File: src/design/cve_pkg.sv
package cve_pkg;

    localparam int FRAC_BITS  = 16;
    localparam int VALUE_BITS = 48;
    localparam int COUNT_BITS = 32;
    localparam int ALPHA_BITS = 17;
    localparam int OUT_BITS   = VALUE_BITS + 1;
    localparam int SUM_BITS   = VALUE_BITS + 3;
    localparam int MAG_BITS   = VALUE_BITS + 2;
    localparam int PROD_BITS  = MAG_BITS + ALPHA_BITS;
    localparam int STEP_BITS  = $clog2(MAG_BITS);
    localparam int CFG_IDX_BITS  = 2;
    localparam int IN_DATA_BITS  = ((COUNT_BITS + 2 * VALUE_BITS + 7) / 8) * 8;
    localparam int OUT_DATA_BITS = ((OUT_BITS + 7) / 8) * 8;

    localparam logic [ALPHA_BITS-1:0] ALPHA_ONE = ALPHA_BITS'(1) << FRAC_BITS;

    localparam logic [CFG_IDX_BITS-1:0] CFG_USE_COUNT  = 2'd0;
    localparam logic [CFG_IDX_BITS-1:0] CFG_USE_VOLUME = 2'd1;
    localparam logic [CFG_IDX_BITS-1:0] CFG_USE_PRICE  = 2'd2;
    localparam logic [CFG_IDX_BITS-1:0] CFG_ALPHA      = 2'd3;

    typedef struct packed {
        logic                  use_count;
        logic                  use_volume;
        logic                  use_price;
        logic [ALPHA_BITS-1:0] alpha;
    } cfg_t;

endpackage

File: src/design/candle_velocity_ema_top.sv
// A candle that starts a series, or arrives with no input enabled, only updates the history.
// Any other candle gives a result on m_tvalid after the bit-serial divide (50 steps) and,
// with smoothing, the shift-add EMA multiply (17 steps), both on the shared datapath.
// s_tready is low while a candle is in work, so no new candle is taken before the last is
// through, and a held result in the output register that is not yet taken stalls it further.
// Reset loads the enables to one and alpha to zero, and clears history and smoothing state.
module candle_velocity_ema_top (
    input  logic                                   aclk,
    input  logic                                   aresetn,
    input  logic                                   s_tvalid,
    output logic                                   s_tready,
    // trade_count[31:0], volume[79:32], close_px[127:80]
    input  logic [cve_pkg::IN_DATA_BITS-1:0]       s_tdata,
    // series_start[0]
    input  logic                                   s_tuser,
    output logic                                   m_tvalid,
    input  logic                                   m_tready,
    // velocity[48:0], zero fill above
    output logic [cve_pkg::OUT_DATA_BITS-1:0]      m_tdata,
    input  logic                                   cfg_wr_en,
    input  logic [cve_pkg::CFG_IDX_BITS-1:0]       cfg_wr_index,
    input  logic [cve_pkg::ALPHA_BITS-1:0]         cfg_wr_data
);

    localparam int CNT = cve_pkg::COUNT_BITS;
    localparam int VB  = cve_pkg::VALUE_BITS;

    cve_pkg::cfg_t                       cfg_reg;
    logic                                m_tvalid_reg;
    logic [cve_pkg::OUT_DATA_BITS-1:0]   m_tdata_reg;
    logic                                out_free;
    logic                                res_valid;
    logic signed [cve_pkg::OUT_BITS-1:0] res_velocity;

    always_ff @(posedge aclk) begin
        if (!aresetn) begin
            cfg_reg.use_count  <= 1'b1;
            cfg_reg.use_volume <= 1'b1;
            cfg_reg.use_price  <= 1'b1;
            cfg_reg.alpha      <= '0;
        end else if (cfg_wr_en) begin
            case (cfg_wr_index)
                cve_pkg::CFG_USE_COUNT:  cfg_reg.use_count  <= cfg_wr_data[0];
                cve_pkg::CFG_USE_VOLUME: cfg_reg.use_volume <= cfg_wr_data[0];
                cve_pkg::CFG_USE_PRICE:  cfg_reg.use_price  <= cfg_wr_data[0];
                cve_pkg::CFG_ALPHA:      cfg_reg.alpha      <= cfg_wr_data;
                default: begin
                end
            endcase
        end
    end

    assign out_free = !m_tvalid_reg || m_tready;

    cve_core u_core (
        .aclk         (aclk),
        .aresetn      (aresetn),
        .cfg          (cfg_reg),
        .in_valid     (s_tvalid),
        .in_ready     (s_tready),
        .series_start (s_tuser),
        .trade_count  (s_tdata[CNT-1:0]),
        .volume       (s_tdata[CNT+VB-1:CNT]),
        .close_px     (s_tdata[CNT+2*VB-1:CNT+VB]),
        .out_free     (out_free),
        .res_valid    (res_valid),
        .res_velocity (res_velocity)
    );

    always_ff @(posedge aclk) begin
        if (!aresetn) begin
            m_tvalid_reg <= 1'b0;
        end else if (res_valid) begin
            m_tvalid_reg <= 1'b1;
        end else if (m_tready) begin
            m_tvalid_reg <= 1'b0;
        end
    end

    always_ff @(posedge aclk) begin
        if (res_valid) begin
            m_tdata_reg <= cve_pkg::OUT_DATA_BITS'($unsigned(res_velocity));
        end
    end

    assign m_tvalid = m_tvalid_reg;
    assign m_tdata  = m_tdata_reg;

endmodule

File: src/design/cve_core.sv
module cve_core (
    input  logic                              aclk,
    input  logic                              aresetn,
    input  cve_pkg::cfg_t                     cfg,
    input  logic                              in_valid,
    output logic                              in_ready,
    input  logic                              series_start,
    input  logic [cve_pkg::COUNT_BITS-1:0]    trade_count,
    input  logic [cve_pkg::VALUE_BITS-1:0]    volume,
    input  logic [cve_pkg::VALUE_BITS-1:0]    close_px,
    input  logic                              out_free,
    output logic                              res_valid,
    output logic signed [cve_pkg::OUT_BITS-1:0] res_velocity
);

    localparam int VB = cve_pkg::VALUE_BITS;
    localparam int SB = cve_pkg::SUM_BITS;
    localparam int MB = cve_pkg::MAG_BITS;
    localparam int PB = cve_pkg::PROD_BITS;
    localparam int OB = cve_pkg::OUT_BITS;
    localparam int AB = cve_pkg::ALPHA_BITS;
    localparam int TB = cve_pkg::STEP_BITS;
    localparam int CB = cve_pkg::COUNT_BITS + cve_pkg::FRAC_BITS;

    typedef enum logic [2:0] {
        S_IDLE, S_SUM, S_ABS, S_DIV, S_FORM, S_MUL, S_ADJ, S_EMIT
    } state_t;

    state_t               state_reg;
    logic [VB-1:0]        cur_cnt_reg, cur_vol_reg, cur_prc_reg;
    logic [VB-1:0]        prior_cnt_reg, prior_vol_reg, prior_prc_reg;
    logic                 history_valid_reg;
    logic signed [OB-1:0] smoothed_reg;
    logic                 smoothed_valid_reg;
    logic [2:0]           en_reg;
    logic [1:0]           n_reg;
    logic [TB-1:0]        step_reg;
    logic signed [SB-1:0] acc_reg;
    logic                 neg_reg;
    logic [PB-1:0]        work_reg;
    logic [MB-1:0]        mag_reg;
    logic [1:0]           rem_reg;
    logic [AB-1:0]        alpha_reg;
    logic signed [OB-1:0] res_reg;
    logic                 res_valid_reg;

    logic [CB-1:0]        cnt_wide;
    logic [VB-1:0]        cnt_scaled;
    logic [1:0]           n_enabled;
    logic                 first_candle;
    logic [AB-1:0]        alpha_eff;
    logic [VB-1:0]        sel_cur, sel_prior;
    logic                 sel_en;
    logic signed [SB-1:0] sum_term;
    logic [2:0]           div_trial;
    logic                 div_bit;
    logic [MB-1:0]        quotient;
    logic signed [MB-1:0] avg_ext;
    logic signed [MB-1:0] smooth_ext;
    logic signed [MB-1:0] ema_diff;
    logic [PB-1:0]        prod_rounded;
    logic signed [MB-1:0] ema_step;
    logic signed [MB-1:0] ema_new;

    always_comb begin
        cnt_wide   = {trade_count, {cve_pkg::FRAC_BITS{1'b0}}};
        cnt_scaled = (cnt_wide > CB'({VB{1'b1}})) ? {VB{1'b1}} : cnt_wide[VB-1:0];
        n_enabled  = 2'(cfg.use_count) + 2'(cfg.use_volume) + 2'(cfg.use_price);
        first_candle = series_start || !history_valid_reg;
        alpha_eff  = (cfg.alpha > cve_pkg::ALPHA_ONE) ? cve_pkg::ALPHA_ONE : cfg.alpha;

        case (step_reg[1:0])
            2'd0: begin
                sel_cur = cur_cnt_reg; sel_prior = prior_cnt_reg; sel_en = en_reg[0];
            end
            2'd1: begin
                sel_cur = cur_vol_reg; sel_prior = prior_vol_reg; sel_en = en_reg[1];
            end
            2'd2: begin
                sel_cur = cur_prc_reg; sel_prior = prior_prc_reg; sel_en = en_reg[2];
            end
            default: begin
                sel_cur = '0; sel_prior = '0; sel_en = 1'b0;
            end
        endcase
        sum_term = sel_en ? ($signed({3'b000, sel_cur}) - $signed({3'b000, sel_prior}))
                          : '0;

        div_trial = {rem_reg, work_reg[MB-1]};
        div_bit   = (div_trial >= {1'b0, n_reg});

        quotient   = work_reg[MB-1:0];
        avg_ext    = neg_reg ? -$signed(quotient) : $signed(quotient);
        smooth_ext = MB'(smoothed_reg);
        ema_diff   = avg_ext - smooth_ext;

        prod_rounded = work_reg + (PB'(1) << (cve_pkg::FRAC_BITS - 1));
        ema_step     = $signed(prod_rounded[MB+cve_pkg::FRAC_BITS-1:cve_pkg::FRAC_BITS]);
        ema_new      = neg_reg ? (smooth_ext - ema_step) : (smooth_ext + ema_step);
    end

    always_ff @(posedge aclk) begin
        if (!aresetn) begin
            state_reg          <= S_IDLE;
            history_valid_reg  <= 1'b0;
            smoothed_valid_reg <= 1'b0;
            res_valid_reg      <= 1'b0;
        end else begin
            res_valid_reg <= 1'b0;
            case (state_reg)
                S_IDLE: begin
                    if (in_valid) begin
                        history_valid_reg <= 1'b1;
                        if (first_candle || n_enabled == 2'd0) begin
                            prior_cnt_reg <= cnt_scaled;
                            prior_vol_reg <= volume;
                            prior_prc_reg <= close_px;
                            if (first_candle) begin
                                smoothed_valid_reg <= 1'b0;
                            end
                        end else begin
                            cur_cnt_reg <= cnt_scaled;
                            cur_vol_reg <= volume;
                            cur_prc_reg <= close_px;
                            en_reg      <= {cfg.use_price, cfg.use_volume, cfg.use_count};
                            n_reg       <= n_enabled;
                            alpha_reg   <= alpha_eff;
                            acc_reg     <= '0;
                            step_reg    <= '0;
                            state_reg   <= S_SUM;
                        end
                    end
                end
                S_SUM: begin
                    acc_reg  <= acc_reg + sum_term;
                    step_reg <= step_reg + TB'(1);
                    if (step_reg == TB'(2)) begin
                        prior_cnt_reg <= cur_cnt_reg;
                        prior_vol_reg <= cur_vol_reg;
                        prior_prc_reg <= cur_prc_reg;
                        state_reg     <= S_ABS;
                    end
                end
                S_ABS: begin
                    neg_reg   <= acc_reg[SB-1];
                    work_reg  <= PB'(MB'(acc_reg[SB-1] ? -acc_reg : acc_reg));
                    rem_reg   <= '0;
                    step_reg  <= '0;
                    state_reg <= S_DIV;
                end
                S_DIV: begin
                    rem_reg  <= div_bit ? 2'(div_trial - {1'b0, n_reg}) : div_trial[1:0];
                    work_reg <= PB'({work_reg[MB-2:0], div_bit});
                    step_reg <= step_reg + TB'(1);
                    if (step_reg == TB'(MB - 1)) begin
                        state_reg <= S_FORM;
                    end
                end
                S_FORM: begin
                    res_reg <= avg_ext[OB-1:0];
                    if (alpha_reg == '0 || !smoothed_valid_reg) begin
                        state_reg <= S_EMIT;
                    end else begin
                        neg_reg   <= ema_diff[MB-1];
                        mag_reg   <= ema_diff[MB-1] ? MB'(-ema_diff) : MB'(ema_diff);
                        work_reg  <= '0;
                        step_reg  <= '0;
                        state_reg <= S_MUL;
                    end
                end
                S_MUL: begin
                    work_reg  <= {work_reg[PB-2:0], 1'b0} +
                                 (alpha_reg[AB-1] ? PB'(mag_reg) : '0);
                    alpha_reg <= {alpha_reg[AB-2:0], 1'b0};
                    step_reg  <= step_reg + TB'(1);
                    if (step_reg == TB'(AB - 1)) begin
                        state_reg <= S_ADJ;
                    end
                end
                S_ADJ: begin
                    res_reg   <= ema_new[OB-1:0];
                    state_reg <= S_EMIT;
                end
                S_EMIT: begin
                    if (out_free) begin
                        smoothed_reg       <= res_reg;
                        smoothed_valid_reg <= 1'b1;
                        res_valid_reg      <= 1'b1;
                        state_reg          <= S_IDLE;
                    end
                end
                default: begin
                    state_reg <= S_IDLE;
                end
            endcase
        end
    end

    assign in_ready     = (state_reg == S_IDLE);
    assign res_valid    = res_valid_reg;
    assign res_velocity = res_reg;

endmodule

File: config.mk
export PLATFORM = sky130hd
export DESIGN_NAME = candle_velocity_ema_top
export DESIGN_NICKNAME = d
export VERILOG_FILES = /design/src/design/cve_pkg.sv /design/src/design/candle_velocity_ema_top.sv /design/src/design/cve_core.sv
export SDC_FILE = /design/constraint.sdc
export NUM_CORES = 2
export LEC_CHECK = 0
export ABC_CLOCK_PERIOD_IN_PS = 27000
export BUFFER_PORTS_ARGS = -buffer_cell sky130_fd_sc_hd__buf_4
export CAP_MARGIN = 10
export CORE_ASPECT_RATIO = 0.5
export CORE_MARGIN = 2
export CORE_UTILIZATION = 30
export DETAILED_ROUTE_END_ITERATION = 8
export GPL_TIMING_DRIVEN = 0
export HOLD_SLACK_MARGIN = 0.15
export SYNTH_ARGS = -nofsm -noshare
export SYNTH_HDL_FRONTEND = slang
export SYNTH_SLANG_ARGS = --single-unit
export TNS_END_PERCENT = 50
File: constraint.sdc
create_clock -name aclk -period 27 [get_ports aclk]
set_input_delay 5.4 -clock aclk [delete_from_list [all_inputs] [get_ports aclk]]
set_output_delay 5.4 -clock aclk [all_outputs]
set_load 0.02 [all_outputs]
==> Yosys cells after proc, flatten, opt, wreduce, memory -nomap -nowiden <==
Cells that the tools add are included.
W data, S select, Z words.
{ "word_totals": {"word_cells": 168, "ram_bits": 0, "mem_count": 0, "output_inout_bits": 58, "inputBits": 153, "rom_bits": 0, "latchBits": 0, "register_bits": 659} }
{ "classes": {"n_reduce_logical": 41, "n_div": 0, "eq_ne": 24, "n_lt_le_gt_ge": 3, "shifts": 0, "mul": 0, "mux": 56, "bitwise_logic": 2, "addsub": 14} }
{ "op_table": {"columns": ["operator", "n"], "rows": [
  ["$mux W48", 10],
  ["$pmux W48 S2", 3],
  ["$pmux W48 S3", 2],
  ["$pmux W65 S4", 1],
  ["$mux W51", 3],
  ["$mux W50", 3],
  ["$neg A50 Y50", 3],
  ["$pmux W51 S2", 1],
  ["$mux W49", 2],
  ["$pmux W49 S2", 1],
  ["$add A65 B16 Y65 const B", 1],
  ["$add A65 B50 Y65", 1],
  ["$mux W65", 1],
  ["$add A51 B51 Y51", 1],
  ["$mux W17", 3],
  ["$sub A50 B49 Y50", 1],
  ["$add A49 B49 Y49", 1],
  ["$sub A48 B48 Y49", 1],
  ["$sub A49 B49 Y49", 1],
  ["$gt A48 B48 Y1 const B", 1],
  ["$pmux W17 S2", 1],
  ["$pmux W3 S8", 1],
  ["$pmux W6 S4", 1],
  ["$mux W3", 6],
  ["36 further kinds", 90]
]} }

==> Logic depth before layout (Yosys ltp) <==
{ "depth": {"depth_word": 7, "depth_mapped": 33, "ltp_nobuf": 30} }

==> Cells and area by module <==
From an unflattened synthesis, not the netlist that was laid out.
{ "unflattened": {"hier_cells": 4480, "hier_area_um2": 44163.6} }
{ "modules_own_cells": {"columns": ["mod", "cells_each", "area_each_um2", "n_inst", "seq_area_each_um2"], "rows": [
  ["cve_core", 4331, 41767.6, 1, 16666.0],
  ["candle_velocity_ema_top", 149, 2396.0, 1, 1891.8]
]} }

==> Least setup slack after synthesis <==
OpenSTA, ideal clock, no wires.
{ "synth_timing": {"kind": "input port to flip-flop", "startpoint": "input s_tuser", "endpoint": "register u_core.prior_cnt_reg[16], enable pin", "setup_ns": 0.805, "arrival_time_ns": 15.174, "slack_ns": 11.021, "cell_stages": 4, "t_required_ns": 26.195, "n_path_buf": 0, "cell_sequence": "nor2b_1 a21boi_0 nand2b_1 a211oi_1"} }
{ "synth_between": {"elab_chain_len": 4} }
{ "synth_lines": {"columns": ["element", "line_no", "rtl"], "rows": [
  ["start: declaration", "candle_velocity_ema_top.sv:15", "input logic s_tuser,"],
  ["$logic_or A1 B1 Y1", "cve_core.sv:69", "first_candle = series_start || !history_valid_reg;"],
  ["$logic_or A1 B1 Y1", "cve_core.sv:114", "if (first_candle || n_enabled == 2'd0) begin"],
  ["$ne A2 B1 Y1 (no source line)", null, null],
  ["$reduce_and A5 Y1 (no source line)", null, null],
  ["end signal: assignment", "cve_core.sv:115", "prior_cnt_reg <= cnt_scaled;"],
  ["end signal: assignment", "cve_core.sv:138", "prior_cnt_reg <= cur_cnt_reg;"],
  ["end: declaration", "cve_core.sv:31", "logic [VB-1:0] prior_cnt_reg, prior_vol_reg, prior_prc_reg;"]
]} }
Every way passes these cells.
A chain may end at the register's enable or synchronous reset.

==> Worst setup path after layout <==
{ "layout_timing": {"startpoint": "register u_core.step_reg[1]", "endpoint": "register u_core.acc_reg[47] (data pin)"} }
{ "layout_between": {"elab_chain_len": 6} }
{ "layout_lines": {"columns": ["element", "line_no", "rtl"], "rows": [
  ["start: declaration", "cve_core.sv:37", "logic [TB-1:0] step_reg;"],
  ["start signal: assignment", "cve_core.sv:136", "step_reg <= step_reg + TB'(1);"],
  ["start signal: assignment", "cve_core.sv:154", "step_reg <= step_reg + TB'(1);"],
  ["start signal: assignment", "cve_core.sv:175", "step_reg <= step_reg + TB'(1);"],
  ["$eq A2 B2 Y1 (tied with other cells)", "cve_core.sv:72", "case (step_reg[1:0])"],
  ["$pmux W48 S3", "cve_core.sv:72", null],
  ["$sub A48 B48 Y49", "cve_core.sv:86", "sum_term = sel_en ? ($signed({3'b000, sel_cur}) - $signed({3'b000, sel_prior}))"],
  ["$mux W51 *", "cve_core.sv:86", null],
  ["$add A51 B51 Y51 *", "cve_core.sv:135", "acc_reg <= acc_reg + sum_term;"],
  ["$pmux W51 S2 *", "cve_core.sv:110", "case (state_reg)"],
  ["end signal: assignment", "cve_core.sv:135", null],
  ["end: declaration", "cve_core.sv:38", "logic signed [SB-1:0] acc_reg;"]
]} }
Mark *: on every way between the ends. The rest lies on a longest branch, timed or not.

==> impl_metrics.toml <==
[critical_path]
cpLargestDelayFamily = "compound AO/OA/AOI/OAI gates"
crit_type = "reg -> reg"
worstPathRequired_ns = 27.39
arrival_ns = 9.52
critPathMaxStageDelay_ns = 0.56
cp_common_cell = "clkbuf_1"
startpoint_type = "register"
cp_num_buf_inv = 6
cp_max_fo = 10
crit_slowest_cell = "buf_1"
end_kind = "register"

[clock_network]
htree_num_levels = 3
ctsHoldBuffers = 0
cts_sinks = 627
postCtsResizedCells = 0
tritoncts = "built"
cts_inserted_buffers = 70
clock_path_buffers = 3
clk_pin_slew_ns = 0.07
post_cts_buffers = 0
clockRootBuffer = "clkbuf_16"
clkLatencyLatePin_ns = 0.68

[power]
seq_power_share = 0.462
p_switching_uw = 637
p_leak_nw = 19.4
switching_share = 0.267
comb_power_share = 0.140
power.density_nw_per_um2 = 46.3
ir_drop_mv = 0.0448
power.internal_mw = 1.75
pwr-share-clk = 0.399

[timing]
finalCriticalPeriod_ns = 9.13
timing.slew.headroom = 0.150
finalSetupViolCount = 0
slew_violations = 0
tightest_slew_ns = 1.26
finalHoldViolations = 0
finalClockSkew_ns = 0.0385
fmax_ghz = 0.109
rsz0062_at_grt = "no"
hold_ws_ns = 0.442
final.setup.tns_ns = 0
period_share = 0.338

[floorplan]
pin_count = 211
die_h_um = 278
initial_core_util = 0.302
dieArea_sq_um = 153000
rows = 100
fp.dieW_um = 551
core_sq_um = 149000

[logic_synthesis]
synth_top_area_frac = 0.401
synth-seq-area-share = 0.413
synthArstFlopShare = 0
netlist_area_sq_um = 44900
synthDistinctLibCells = 91
synth_ff_type = "edfxtp_1"
syn_avg_cell_area_sq_um = 9.16
postSynthCellCount = 4900
ys.warnings.count = 0
yosysTopAreaCell = "edfxtp_1"
synthTopCellsByArea = "edfxtp_1 (40%), ha_1 (7.2%), nand2_1 (6.2%)"
synth-seq-cells = 627
synth-edff-count = 600

[final_layout]
final_area_sq_um = 51600
largest_reg_flops = 65
final_nets = 5619
layout-drive-gt1-share = 0.0843
layout.cells.non_filler = 7245
final_common_cell = "nand2_1"
final_cell_mix = "nand2_1 (747), edfxtp_1 (600), nor2_1 (390)"
area_growth_pct = 14.8

[min_path]
hp-class = "reg -> reg"

[outcome]
status = "finished with violations"
violations = "DRC"

[run]
maxCapViolCount = 0

[placed_design]
dp_cells = 7119
hpwlAfterDp_mm = 116
gp_congestion = 0.956
io_buffer_count = 203
place_area_sq_um = 49400

[detailed_routing]
drtIter0Drc = 3767
drt_wl_total_mm = 148
drtPass1Iterations = 9
wl_per_cell_um = 20.5
final_antenna_net_count = 0
drcViolationCount = 11
vias_per_cell = 5.32
vias = 38600

[global_route]
grt_pass1_vias = 36700
grt_max_degree = 39
grt_pass1_wl_mm = 225
grt.overflow.total = 0
antenna_found_initial = 18
grt_use_total = 0.189
-- power by group through the flow --
stage / Clock [mW] / Combinational [mW] / Sequential (mW)
floorplan: 0 / 0.227 / 1.12
global placement: 0 / 0.322 / 1.13
detailed placement: 0 / 0.329 / 1.12
CTS: 0.971 / 0.331 / 1.10
global route: 1.00 / 0.369 / 1.10
finish: 0.952 / 0.333 / 1.10
-- synth_stat cells, types with 31 or more instances --
cell type  instances
a211oi_1          40
or2_2             64
nand2_1          747
a222oi_1          64
a21oi_1          308
a22oi_1           37
a31oi_1           66
or3_1             39
o21ai_0          241
nor2_1           394
clkbuf_1         242
nand4_1           65
xor2_1           191
o21bai_1          39
nand2b_1          38
nor3_1            97
ha_1             257
xnor2_1          256
nand3_1          103
nor4_1            31
edfxtp_1         600
inv_1            133
o31ai_1           52
and2_1            82
a21o_1           137
and3_1            57
nor2b_1           37
o21a_1            39
a21boi_0          37
-- metrics by stage --
step | power (mW) | util | setup WS (ns)
after floorplan | 1.35 | - | 11.02
final | 2.39 | 0.347 | 17.87
after global routing | 2.48 | 0.347 | 17.19
after global placement | 1.45 | 0.329 | 5.86
after detailed placement | 1.45 | 0.332 | 18.01
after CTS | 2.40 | 0.347 | 17.96
-- metal layers --
layer  global-route usage  vias to the layer above  part of all wire
met5                    0                        -            0.0013
met4               0.0563                       34             0.030
met3               0.0366                      255             0.066
met2                0.304                     1225              0.45
met1                0.257                    18300              0.45
li1                     -                    18700                 -
-- logic make-up (layout without fill, tap and decap cells) --
logic type	count (synthesis)	count (layout)	share of synthesized area
AND/OR/NAND/NOR	1844	1844	0.192
AO/OA/AOI/OAI	1294	1294	0.194
flip-flops	627	627	0.413
XOR/XNOR	447	447	0.0872
buffers and inverters	407	756	0.0348
adder cells (fa/ha/maj)	263	263	0.0743
multiplexers	17	17	0.00382
other	1	8	0.0000835
-- cell type report --
class,instances,area (sq um)
multi-input cells,3872,24900
flip-flops and latches,627,18600
plain buffers,273,1060
inverters,134,503
well taps,1989,2490
fillers,15400,97100
clock buffers,88,1880
clock inverters,36,322
diodes,1,2.50
repair buffers,225,1900
-- worst paths after layout --
kind / start / to / cells after the start / slack (ns)
worst max-delay path: u_core.step_reg[1]$_SDFFCE_PN0P_ / u_core.acc_reg[47]$_SDFFCE_PN0P_ / 32 / 17.87
worst min-delay path: u_core.res_velocity[22]$_DFFE_PP_ / u_core.smoothed_reg[22]$_DFFE_PP_ / 0 / 0.44
worst max register to register: u_core.step_reg[1]$_SDFFCE_PN0P_ / u_core.acc_reg[47]$_SDFFCE_PN0P_ / 32 / 17.87
worst min register to register: u_core.res_velocity[22]$_DFFE_PP_ / u_core.smoothed_reg[22]$_DFFE_PP_ / 0 / 0.44
-- worst reg2reg max path, delay by kind of cell, from the launching register on --
kind / cells / cell delay (ns)
AND/OR/NAND/NOR: 7 / 1.35
adder cells (fa/ha/maj): 3 / 0.71
buffers and inverters: 6 / 2.11
flip-flops: 1 / 0.47
AO/OA/AOI/OAI: 14 / 3.87
multiplexers: 1 / 0.19
XOR/XNOR: 1 / 0.17
No activity file was read; power rests on OpenSTA's default activity.
